File: config.mk
export PLATFORM = sky130hd
export DESIGN_NAME = string_escape_decoder
export DESIGN_NICKNAME = d
export VERILOG_FILES = /design/src/rtl/sed_pkg.sv /design/src/rtl/sed_decode.sv /design/src/rtl/string_escape_decoder.sv
export SDC_FILE = /design/constraint.sdc
export NUM_CORES = 1
export LEC_CHECK = 0
export BUFFER_PORTS_ARGS = -buffer_cell sky130_fd_sc_hd__buf_2
export CORE_MARGIN = 2
export CORE_UTILIZATION = 45
export CTS_CLUSTER_SIZE = 30
export DETAILED_ROUTE_END_ITERATION = 12
export GPL_ROUTABILITY_DRIVEN = 0
export PLACE_DENSITY = 0.64
export SLEW_MARGIN = 10
export SYNTH_ARGS = -nofsm -noshare
export SYNTH_HDL_FRONTEND = slang
export SYNTH_SLANG_ARGS = --single-unit
File: constraint.sdc
create_clock -name clk_i -period 3.12 [get_ports clk_i]
set_input_delay 0.624 -clock clk_i [delete_from_list [all_inputs] [get_ports clk_i]]
set_output_delay 0.624 -clock clk_i [all_outputs]
set_load 0.01 [all_outputs]
File: src/rtl/sed_pkg.sv
package sed_pkg;

  // Character codes used by the decoder
  localparam logic [7:0] CH_BSLASH = 8'h5C;
  localparam logic [7:0] CH_ZERO   = 8'h30;
  localparam logic [7:0] CH_NINE   = 8'h39;
  localparam logic [7:0] CH_SQUOTE = 8'h27;
  localparam logic [7:0] CH_DQUOTE = 8'h22;
  localparam logic [7:0] CH_QMARK  = 8'h3F;
  localparam logic [7:0] CH_LC_A   = 8'h61;
  localparam logic [7:0] CH_LC_B   = 8'h62;
  localparam logic [7:0] CH_LC_F   = 8'h66;
  localparam logic [7:0] CH_LC_N   = 8'h6E;
  localparam logic [7:0] CH_LC_R   = 8'h72;
  localparam logic [7:0] CH_LC_T   = 8'h74;
  localparam logic [7:0] CH_LC_V   = 8'h76;
  localparam logic [7:0] CH_NUL    = 8'h00;

  // Decoded control codes
  localparam logic [7:0] CODE_BEL = 8'd7;
  localparam logic [7:0] CODE_BS  = 8'd8;
  localparam logic [7:0] CODE_HT  = 8'd9;
  localparam logic [7:0] CODE_LF  = 8'd10;
  localparam logic [7:0] CODE_VT  = 8'd11;
  localparam logic [7:0] CODE_FF  = 8'd12;
  localparam logic [7:0] CODE_CR  = 8'd13;

  localparam int unsigned MAX_RESULTS = 3;

  // Escape tracking state carried between bytes
  typedef struct packed {
    logic       in_escape;
    logic [1:0] digit_count;
    logic [9:0] digit_value;
  } esc_state_t;

  // One decoded output byte with its flags
  typedef struct packed {
    logic [7:0] ch;
    logic       too_large;
    logic       unknown;
    logic       term;
    logic       run_end;
  } result_t;

  // Letter/punctuation escape: returns {unknown, code}
  function automatic logic [8:0] letter_escape(input logic [7:0] c);
    logic [8:0] r;
    r = {1'b0, c};
    case (c)
      CH_SQUOTE, CH_DQUOTE, CH_QMARK, CH_BSLASH: r = {1'b0, c};
      CH_LC_A: r = {1'b0, CODE_BEL};
      CH_LC_B: r = {1'b0, CODE_BS};
      CH_LC_F: r = {1'b0, CODE_FF};
      CH_LC_N: r = {1'b0, CODE_LF};
      CH_LC_R: r = {1'b0, CODE_CR};
      CH_LC_T: r = {1'b0, CODE_HT};
      CH_LC_V: r = {1'b0, CODE_VT};
      default: r = {1'b1, c};
    endcase
    return r;
  endfunction

endpackage

File: src/rtl/sed_decode.sv
module sed_decode
  import sed_pkg::*;
#(
  parameter int unsigned MAX_ESCAPE_DIGITS = 3
) (
  input  esc_state_t st_i,
  input  logic [7:0] char_i,
  input  logic       final_i,
  output esc_state_t st_o,
  output result_t    res_o [MAX_RESULTS],
  output logic [1:0] cnt_o
);

  localparam logic [1:0] MaxDigits = 2'(MAX_ESCAPE_DIGITS);

  logic       is_digit;
  logic [9:0] acc_value;
  logic [1:0] acc_count;
  logic [8:0] letter;
  logic [1:0] n;
  esc_state_t nxt;
  result_t    res [MAX_RESULTS];

  assign is_digit  = (char_i >= CH_ZERO) && (char_i <= CH_NINE);
  assign acc_value = 10'({st_i.digit_value, 3'b000} + {2'b00, st_i.digit_value, 1'b0}
                         + 13'(char_i[3:0]));
  assign acc_count = st_i.digit_count + 2'd1;
  assign letter    = letter_escape(char_i);

  // Build the result list for one byte in order
  always_comb begin
    nxt = st_i;
    n   = 2'd0;
    for (int k = 0; k < MAX_RESULTS; k++) begin
      res[k] = '0;
    end

    if (!st_i.in_escape) begin
      if (char_i == CH_BSLASH) begin
        nxt.in_escape = 1'b1;
      end else begin
        res[n].ch = char_i;
        n = n + 2'd1;
      end
    end else if (is_digit) begin
      nxt.digit_value = acc_value;
      nxt.digit_count = acc_count;
      if (acc_count >= MaxDigits || final_i) begin
        res[n].ch        = acc_value[7:0];
        res[n].too_large = acc_value > 10'd255;
        n   = n + 2'd1;
        nxt = '0;
      end
    end else if (st_i.digit_count != 2'd0) begin
      // flush collected digits, then treat this byte as ordinary
      res[n].ch        = st_i.digit_value[7:0];
      res[n].too_large = st_i.digit_value > 10'd255;
      n   = n + 2'd1;
      nxt = '0;
      if (char_i == CH_BSLASH) begin
        nxt.in_escape = 1'b1;
      end else begin
        res[n].ch = char_i;
        n = n + 2'd1;
      end
    end else begin
      res[n].ch      = letter[7:0];
      res[n].unknown = letter[8];
      n = n + 2'd1;
      nxt.in_escape = 1'b0;
    end

    // closing zero byte at end of literal
    if (final_i) begin
      res[n].ch   = CH_NUL;
      res[n].term = 1'b1;
      n   = n + 2'd1;
      nxt = '0;
    end

    if (n != 2'd0) begin
      res[n - 2'd1].run_end = 1'b1;
    end
  end

  assign st_o  = nxt;
  assign res_o = res;
  assign cnt_o = n;

endmodule

File: src/rtl/string_escape_decoder.sv
// The first result of a byte is presented the cycle after the byte is accepted.
// One byte per cycle is taken when each byte gives at most one result and the
// output is not stalled; a byte that gives more results holds off new bytes
// while the result buffer drains.
// Reset: rst_ni clears the escape state and the result count; no result is pending.
module string_escape_decoder
  import sed_pkg::*;
#(
  parameter int unsigned MAX_ESCAPE_DIGITS = 3
) (
  input  logic       clk_i,
  input  logic       rst_ni,
  input  logic       in_valid_i,
  output logic       in_ready_o,
  input  logic [7:0] in_char_i,
  input  logic       in_final_i,
  output logic       out_valid_o,
  input  logic       out_ready_i,
  output logic [7:0] out_char_o,
  output logic       escape_too_large_o,
  output logic       escape_unknown_o,
  output logic       terminator_o,
  output logic       run_end_o
);

  esc_state_t state_q, state_d;
  result_t    res_q [MAX_RESULTS];
  result_t    res_d [MAX_RESULTS];
  logic [1:0] buf_cnt_q;
  logic [1:0] new_cnt;
  logic       accept;
  logic       pop;

  sed_decode #(
    .MAX_ESCAPE_DIGITS(MAX_ESCAPE_DIGITS)
  ) u_decode (
    .st_i   (state_q),
    .char_i (in_char_i),
    .final_i(in_final_i),
    .st_o   (state_d),
    .res_o  (res_d),
    .cnt_o  (new_cnt)
  );

  // Handshake: take a new byte once the buffer is empty or draining its last entry
  assign pop        = out_valid_o && out_ready_i;
  assign in_ready_o = (buf_cnt_q == 2'd0) || ((buf_cnt_q == 2'd1) && out_ready_i);
  assign accept     = in_valid_i && in_ready_o;

  // Escape state and buffer occupancy
  always_ff @(posedge clk_i or negedge rst_ni) begin
    if (!rst_ni) begin
      state_q   <= '0;
      buf_cnt_q <= 2'd0;
    end else begin
      if (accept) begin
        state_q   <= state_d;
        buf_cnt_q <= new_cnt;
      end else if (pop) begin
        buf_cnt_q <= buf_cnt_q - 2'd1;
      end
    end
  end

  // Result buffer: head at slot 0, shifts down on each output transfer unless a new byte is loaded
  always_ff @(posedge clk_i) begin
    if (accept) begin
      res_q <= res_d;
    end else if (pop) begin
      res_q[0] <= res_q[1];
      res_q[1] <= res_q[2];
    end
  end

  assign out_valid_o        = buf_cnt_q != 2'd0;
  assign out_char_o         = res_q[0].ch;
  assign escape_too_large_o = res_q[0].too_large;
  assign escape_unknown_o   = res_q[0].unknown;
  assign terminator_o       = res_q[0].term;
  assign run_end_o          = res_q[0].run_end;

`ifndef SYNTH
  // digits are only collected inside an open escape
  assert property (@(posedge clk_i) disable iff (!rst_ni)
    !state_q.in_escape |-> (state_q.digit_count == 2'd0 && state_q.digit_value == 10'd0))
    else $error("digit state set outside an escape");

  // a partial digit run never reaches the limit
  assert property (@(posedge clk_i) disable iff (!rst_ni)
    state_q.digit_count < 2'(MAX_ESCAPE_DIGITS))
    else $error("digit count reached limit without flush");

  // the last buffered result closes the run
  assert property (@(posedge clk_i) disable iff (!rst_ni)
    (out_valid_o && !run_end_o) |-> (buf_cnt_q >= 2'd2))
    else $error("run_end missing on last buffered result");

  // terminator is always the last result of its byte
  assert property (@(posedge clk_i) disable iff (!rst_ni)
    (out_valid_o && terminator_o) |-> run_end_o)
    else $error("terminator without run_end");
`endif

endmodule
Word-level counts from Yosys, hierarchy flattened
Index checks and enable logic that the tools add are counted.
{"block": "word_totals", "rom_bits": 0, "ramBits": 0, "latchBits": 0, "regBits": 51, "input_bits": 13, "n_memories": 0, "output_inout_bits": 14, "elab_cells": 108}
{"block": "op_classes", "reduce_logical": 17, "n_shift": 0, "n_mux": 43, "addsub": 6, "n_lt_le_gt_ge": 9, "eq_ne": 12, "n_bitwise": 2, "n_div": 0, "multipliers": 0}
{"op": "$bwmux 36", "n": 3}
{"op": "$demux 12 s2", "n": 3}
{"op": "$mux 36", "n": 2}
{"op": "$pmux 9 s8", "n": 1}
{"op": "$eq 8x7->1 const B", "n": 8}
{"op": "$mux 24", "n": 2}
{"op": "$mux 8", "n": 6}
{"op": "$mux 13", "n": 3}
{"op": "$mux 12", "n": 3}
{"op": "$eq 8x6->1 const B", "n": 3}
{"op": "$gt 10x8->1 const B", "n": 2}
{"op": "$mux 2", "n": 9}
{"op": "$mux 9", "n": 2}
{"op": "$add 10x10->10", "n": 1}
{"op": "$add 10x4->10", "n": 1}
{"op": "$reduce_bool 2->1", "n": 5}
{"op": "$mux 1", "n": 9}
{"op": "$ge 8x6->1 const B", "n": 1}
{"op": "$le 8x6->1 const B", "n": 1}
{"op": "$ge 3x3->1 const B", "n": 2}
{"op": "$logic_and 1x1->1", "n": 6}
{"op": "$lt 3x1->1 const B", "n": 2}
{"op": "$not 2->3", "n": 2}
{"op": "$add 2x1->2 const B", "n": 2}
{"op": "8 further kinds", "n": 10}

Longest topological paths before layout
Gate-level depths: netlist of the first run.
{"block": "logic_depth", "depth_word": 17, "mapped_depth": 14, "ltp_nobuf": 13}

Modules after synthesis
A second synthesis of the first run with hierarchy kept.
{"block": "hier_totals", "hier_cells": 367, "hier_area_um2": 3836.2}
{"mod": "string_escape_decoder", "instances": 1, "seq_area_each_um2": 1456.4, "cells_each": 117, "area_per_inst_um2": 2123.3}
{"mod": "sed_decode", "instances": 1, "seq_area_each_um2": 0.0, "cells_each": 250, "area_per_inst_um2": 1712.9}

Worst setup path before layout of the first run
Ideal clock, no wire load.
{"block": "synth_path", "kind": "input -> register", "from": "input in_char_i[3]", "to": "register res_q, in the netlist out_char_o[6], data pin", "setup_ns": 0.263, "n_path_buf": 1, "slack_ns": 0.280, "arrival_time_ns": 2.577, "cell_stages": 9, "cell_sequence": "buf_2 inv_1 fa_1 fa_1 nor2b_1 o31a_1 a21oi_1 a2111oi_2 o31ai_1"}
{"block": "synth_via", "elab_chain_len": 16, "word_cells_on_any_way": 46}
{"item": "from (decl)", "line": "string_escape_decoder.sv:15", "rtl": "input logic [7:0] in_char_i,"}
{"item": "branches (longest 14 deep; another with $ge 8x6->1)"}
{"item": "$mux 36 (*)", "line": "sed_decode.sv:81", "rtl": "if (n != 2'd0) begin"}
{"item": "$mux 24 (*)", "line": "string_escape_decoder.sv:67", "rtl": "if (accept) begin"}
{"item": "to (signal assigned)", "line": "string_escape_decoder.sv:68", "rtl": "res_q <= res_d;"}
{"item": "to (decl)", "line": "string_escape_decoder.sv:27", "rtl": "result_t res_q [MAX_RESULTS];"}
Every way passes the cells marked *.
A chain may end at the register's enable or synchronous reset.

Worst setup path in the final report of the first run
{"block": "layout_path", "from": "input in_char_i[3]", "to": "register res_q, in the netlist out_char_o[5], data pin"}
Same word-level chain as after synthesis.

==> results.cfg, run 1 <==
[status]
outcome = finished, final reports clean

[yosys]
yosys.area.top_type = edfxtp_1
async_flop_share = 0.385
syn_inst = 322
syn_nets = 358
syn-mean-instance-area_um2 = 9.15
synth_area_leaders = edfxtp_1, dfrtp_1, ha_1, o21ai_0, nand2_1
synth-seq-cells = 39
yosysMostFrequentCell = o21ai_0
synth_area_um2 = 2950
synth-edff-count = 24
synth_top_family_by_area = compound AO/OA/AOI/OAI gates
muxShareOfSynthArea = 0.00722
yosysSeqAreaShare = 0.372
synth_simple_gate_area_frac = 0.188
synth-compound-area-share = 0.234
synth_fa_ha_area_frac = 0.103
ys_types = 66
netlist.area_leader.share = 0.245
yosysWarnings = 0
dominantRegCellSynth = edfxtp_1
synth_common_cells = o21ai_0, nand2_1, edfxtp_1, inv_1, ha_1
synth_xor_area_frac = 0.0238

[floorplan]
dieArea_um2 = 7210
ios = 27
die_width_um = 84.9
initial_core_util = 0.464
core_area_um2 = 6350
die_height_um = 84.9
rows = 29

[cells_and_area]
n_antenna_cell = 0
area_growth_pct = 11.3
postLayoutCoreUtil = 0.516
instances_no_fill = 429
multi_input_area_um2 = 1640
nets = 387
seq_area_um2 = 1100
fillerInstances = 592
drive_gt1_frac = 0.185

[clock_network]
cts_sinks = 39
cts_max_path_buffers = 2
holdBufCountCts = 0
cts_buffers = 5
cts_tree = yes
cts_resized = 0
cts_setup_buffers = 0
ctsRootBufferMaster = clkbuf_8
htree_levels = 2
path_clk_slew_ns = 0.08
clk_latency_ns = 0.29

[worst_setup_path]
crit_required_ns = 3.15
worstPathCellList = buf_2 > inv_1 > fa_1 > inv_1 > ha_1 > a21oi_1 > o21bai_1 > xor2_1 > a311oi_1 > o21ai_0
cpMostUsedCell = inv_1
crit_type = in -> reg
crit_arrival_ns = 2.94
worstSetupStartpointType = input pin
cp-end-kind = flip-flop
cp.buffers_inverters = 3
crit_family = adder cells
slowest_stage = fa_1
cpPeakStageDelay_ns = 0.60
cp_max_fo = 14

[timing]
tightest_slew_ns = 0.698
maxSlewViolCount = 0
fmax_mhz = 345
slew_headroom = 0.533
rsz0062_at_grt = no
setup_violations = 0
tns_ns = 0
final.setup_skew_ns = 0.00552
worst_slack_ns = 0.217
hold_viol_final = 0
fin_crit_sh = 0.930
period_minus_slack_ns = 2.90

[route]
viasPerCell = 5.86
postRouteAntennaNets = 0
initialDrtViolationCount = 228
drc_errors = 0
wl_per_cell_um = 16.8
via_count = 2512
wl_mm = 7.22
firstDrtPassIters = 4

[placed_design]
post-dp-hpwl_mm = 5.38
port_buffers = 26
dp_slack_ns = -0.0573
placed_cells = 421

[global_routing]
grt_pass1_vias = 2409
grt_pass1_wl_mm = 11.8
overflow = 0
antenna_found_initial = 0
grtUsageTotal = 0.206
grt_max_degree = 28

[flow_run]
max-cap-violations = 0

[hold_path]
min_path_type = in -> async

[pwr]
peakVddDrop_mv = 0.381
power_mw = 1.57
p_leak_nw = 1.45
power_density_nw_per_um2 = 478
==> report_power, final <==
part | switching (mW) | total, mW | internal (mW)
logic | 0.313 | 0.506 | 0.193
clock network | 0.177 | 0.330 | 0.154
registers | 0.0367 | 0.729 | 0.692
total | 0.526 | 1.57 | 1.04
==> cells by family after synthesis <==
kind of cell	after synthesis
AO/OA/AOI/OAI	103
flip-flops	39
adder cells (fa/ha/maj)	23
buffers and inverters	47
AND/OR/NAND/NOR	100
multiplexers	2
XOR/XNOR	8
==> routing by layer <==
metal	up-vias	part of all wire	GRT usage
li1	1239	-	-
met1	1185	0.46	0.285
met3	10	0.050	0.0331
met2	78	0.47	0.336
met4	0	0.013	0.0563
met5	-	0	0
==> per-stage QoR <==
stage               instance area [um^2]  hold slack, ns
CTS                                 3280           0.248
floorplan                           2950           0.328
finish                              3280           0.238
global placement                    3200           0.486
detailed placement                  3200           0.493
global route                        3280           0.250
==> sequential cells by signal, summed over array words and instances, names as in the netlist <==
register,count
state_q,13
buf_cnt_q,2
escape_too_large_o,1
escape_unknown_o,1
terminator_o,1
res_q,12
run_end_o,1
out_char_o,8
==> final timing paths <==
kind	slack, ns	endpoint	from	cells after the start
min reg2reg	0.51	state_q[10]	state_q[10]	1
max reg2reg	0.46	out_char_o[5]	state_q[0]	9
max in group asynchronous	2.60	buf_cnt_q[1]	rst_ni	1
max	0.22	out_char_o[5]	in_char_i[3]	10
min	0.24	state_q[0]	rst_ni	1
min in group clk_i	0.51	state_q[10]	state_q[10]	1
==> layout by cell type (no fill, tap or decap), types with 3 or more instances in the layout <==
master / count
o211ai_1: 4
dfrtp_1: 15
o21a_1: 5
xnor2_1: 5
or3_1: 3
ha_1: 21
edfxtp_1: 24
clkbuf_8: 5
nand3b_1: 5
o31ai_1: 5
nor3b_1: 3
nand3_1: 6
and2_1: 7
xor2_1: 3
a21o_1: 3
buf_2: 26
nand2b_1: 3
nand2_1: 26
o21ai_0: 38
a21oi_1: 16
buf_4: 20
nor3_1: 6
inv_1: 22
nor4_1: 3
nor2b_1: 4
nor2_1: 13
and3_1: 6
or2_2: 3
==> layout make-up <==
| class | instances | share of cell area |
|---|---|---|
| Clock inverter | 2 | 0.00267 |
| Inverter | 23 | 0.0263 |
| Timing Repair Buffer | 46 | 0.0855 |
| Tap cell | 77 | 0.0294 |
| Clock buffer | 6 | 0.0221 |
| Multi-Input combinational cell | 236 | 0.499 |
| Sequential cell | 39 | 0.334 |
Note: power is estimated with default switching activity, not from simulation.
==> run 2: changes to the inputs <==
--- a/config.mk
+++ b/config.mk
@@ -5,9 +5,11 @@
 export SDC_FILE = /design/constraint.sdc
 export NUM_CORES = 1
 export LEC_CHECK = 0
+export ABC_AREA = 1
 export BUFFER_PORTS_ARGS = -buffer_cell sky130_fd_sc_hd__buf_2
 export CORE_MARGIN = 2
 export CORE_UTILIZATION = 45
+export CTS_CLUSTER_DIAMETER = 60
 export CTS_CLUSTER_SIZE = 30
 export DETAILED_ROUTE_END_ITERATION = 12
 export GPL_ROUTABILITY_DRIVEN = 0
==> run 2 against run 1 <==
Setup slack better by 0.31 ns. Die area is 0.28% higher. Routed wire length down 9.9%. Final area decreased by 1.1%. Sequential share of layout area grew 0.37 points. Utilization shrank 0.57 points. Sequential cell count unchanged. Critical path type unchanged.
==> results.cfg, run 2 <==
[status]
outcome = finished, final reports clean

[cells_and_area]
layout_common_cells = nand2_1, inv_1, nor2_1, buf_2, edfxtp_1
drive_gt1_frac = 0.178
n_antenna_cell = 0
area_growth_pct = 9.70
layout_commonest_cell = nand2_1
nets = 439
regMostFlops = state_q
instances_no_fill = 481
largest_register_ffs = 13

[yosys]
syn-mean-instance-area_um2 = 7.73
synth_fa_ha_area_frac = 0.102
synth_simple_gate_area_frac = 0.321
syn_nets = 418
yosysWarnings = 0
synth_area_um2 = 2950
synth-seq-cells = 39
synth_common_cells = nand2_1, inv_1, nor2_1, edfxtp_1, ha_1
async_flop_share = 0.385
synth-edff-count = 24
yosysMostFrequentCell = nand2_1
synth_top_family_by_area = simple AND/OR/NAND/NOR gates
synth-compound-area-share = 0.0940
ys_types = 35
netlist.area_leader.share = 0.244
syn_inst = 382
synth_area_leaders = edfxtp_1, nand2_1, dfrtp_1, ha_1, inv_1
muxShareOfSynthArea = 0
synth_xor_area_frac = 0.0148
dominantRegCellSynth = edfxtp_1
yosysSeqAreaShare = 0.371
yosys.area.top_type = edfxtp_1

[clock_network]
cts_setup_buffers = 0
htree_levels = 2
cts_resized = 0
cts_tree = yes
cts_max_path_buffers = 2
holdBufCountCts = 0
path_clk_slew_ns = 0.08
ctsRootBufferMaster = clkbuf_8
clk_latency_ns = 0.29
cts_buffers = 5
cts_sinks = 39

[placed_design]
placed_cells = 473
dp_slack_ns = 0.267
post-dp-hpwl_mm = 5.12
port_buffers = 26

[floorplan]
die_height_um = 85.0
rows = 29
die_width_um = 85.0
dieArea_um2 = 7230
core_area_um2 = 6350
ios = 27
initial_core_util = 0.465

[timing]
tns_ns = 0
slew_headroom = 0.691
setup_violations = 0
maxSlewViolCount = 0
hold_ws_ns = 0.230
fmax_mhz = 386
period_minus_slack_ns = 2.59
tightest_slew_ns = 0.464
fin_crit_sh = 0.830
hold_viol_final = 0
rsz0062_at_grt = no
worst_slack_ns = 0.532
final.setup_skew_ns = 0.0116

[route]
via_count = 2479
initialDrtViolationCount = 101
drc_errors = 0
firstDrtPassIters = 4
wl_per_cell_um = 13.5
wl_mm = 6.51
viasPerCell = 5.15
postRouteAntennaNets = 0

[worst_setup_path]
worstSetupStartpointType = input pin
crit_arrival_ns = 2.64
crit_required_ns = 3.18
cp-end-kind = flip-flop
crit_type = in -> reg
cp_max_fo = 6

[pwr]
peakVddDrop_mv = 0.459
pwr-share-clk = 0.185
p_seq_frac = 0.323
switchingPower_mw = 1.14
p_int_mw = 1.58
p_leak_nw = 1.70
pwr-share-comb = 0.492
p_sw_frac = 0.419
power_density_nw_per_um2 = 838

[global_routing]
overflow = 0
grt_pass1_wl_mm = 11.3
grtUsageTotal = 0.196
antenna_found_initial = 0
grt_pass1_vias = 2403
grt_max_degree = 25

[flow_run]
max-cap-violations = 0

[hold_path]
min_path_type = in -> async
run 2: cell count changes in the layout (fill, tap and decap cells not counted), sizes merged, moves of 15 or more:
cell	before	now
nand2	27	119
inv	22	54
nor2	13	41
o21ai	39	19
buf	46	27
nand3	6	21
run 2: critical path, cell delays in order:
cell	delay [ns]
buf_2	0.15
inv_2	0.07
fa_1	0.53
fa_1	0.48
inv_1	0.10
nand3_1	0.07
nand2_1	0.09
xnor2_1	0.16
nor2_1	0.08
nor2_1	0.11
nand2_1	0.06
nand2_1	0.05
nand2_1	0.05
run 2: per-layer routing:
metal,vias up,track usage,wire length (um),share of wire
li1,1275,-,-,-
met4,0,0.0534,99,0.015
met2,49,0.330,3100,0.48
met5,-,0,0,0
met3,9,0.0233,207,0.032
met1,1146,0.267,3100,0.48
run 2: power groups by stage:
stage,Combinational (mW),Sequential (mW),Clock [mW]
2_1_floorplan,1.07,0.861,0
3_3_place_gp,1.31,0.886,0
3_5_place_dp,1.33,0.892,0
4_1_cts,1.34,0.880,0.516
5_1_grt,1.54,0.902,0.529
6_report,1.33,0.877,0.504
run 2: kinds of logic (layout without fill, tap and decap cells):
group | after synthesis | count (layout)
DFF | 39 | 39
buffers and inverters | 68 | 90
adders and majority gates | 23 | 23
xor gates and xnor gates | 5 | 5
AOI/OAI and AO/OA | 48 | 48
and+or+nand+nor | 199 | 199
run 2: cell type report:
type | count | area [um^2]
multi-input cells | 275 | 1570
inverters | 55 | 206
clock inverters | 2 | 60.1
repair buffers | 27 | 138
flip-flops and latches | 39 | 1100
well taps | 77 | 96.3
fillers | 615 | 3110
clock buffers | 6 | 72.6
run 2: final timing paths:
kind                              start            end  slack, ns  depth (start not counted)
hold / removal                   rst_ni   buf_cnt_q[1]       0.23                          1
max in group asynchronous        rst_ni     state_q[7]       2.61                          1
min in group clk_i          state_q[10]    state_q[10]       0.49                          1
setup reg to reg            state_q[10]      res_q[12]       0.53                         11
hold reg to reg             state_q[10]    state_q[10]       0.49                          1
setup / recovery           in_char_i[3]  out_char_o[6]       0.53                         13
run 2: per-stage QoR:
step	util	power [mW]	area, um^2
finish	0.510	2.72	3240
floorplan	-	1.93	2950
detailed placement	0.489	2.22	3110
global route	0.510	2.97	3240
global placement	0.489	2.19	3110
CTS	0.510	2.74	3240
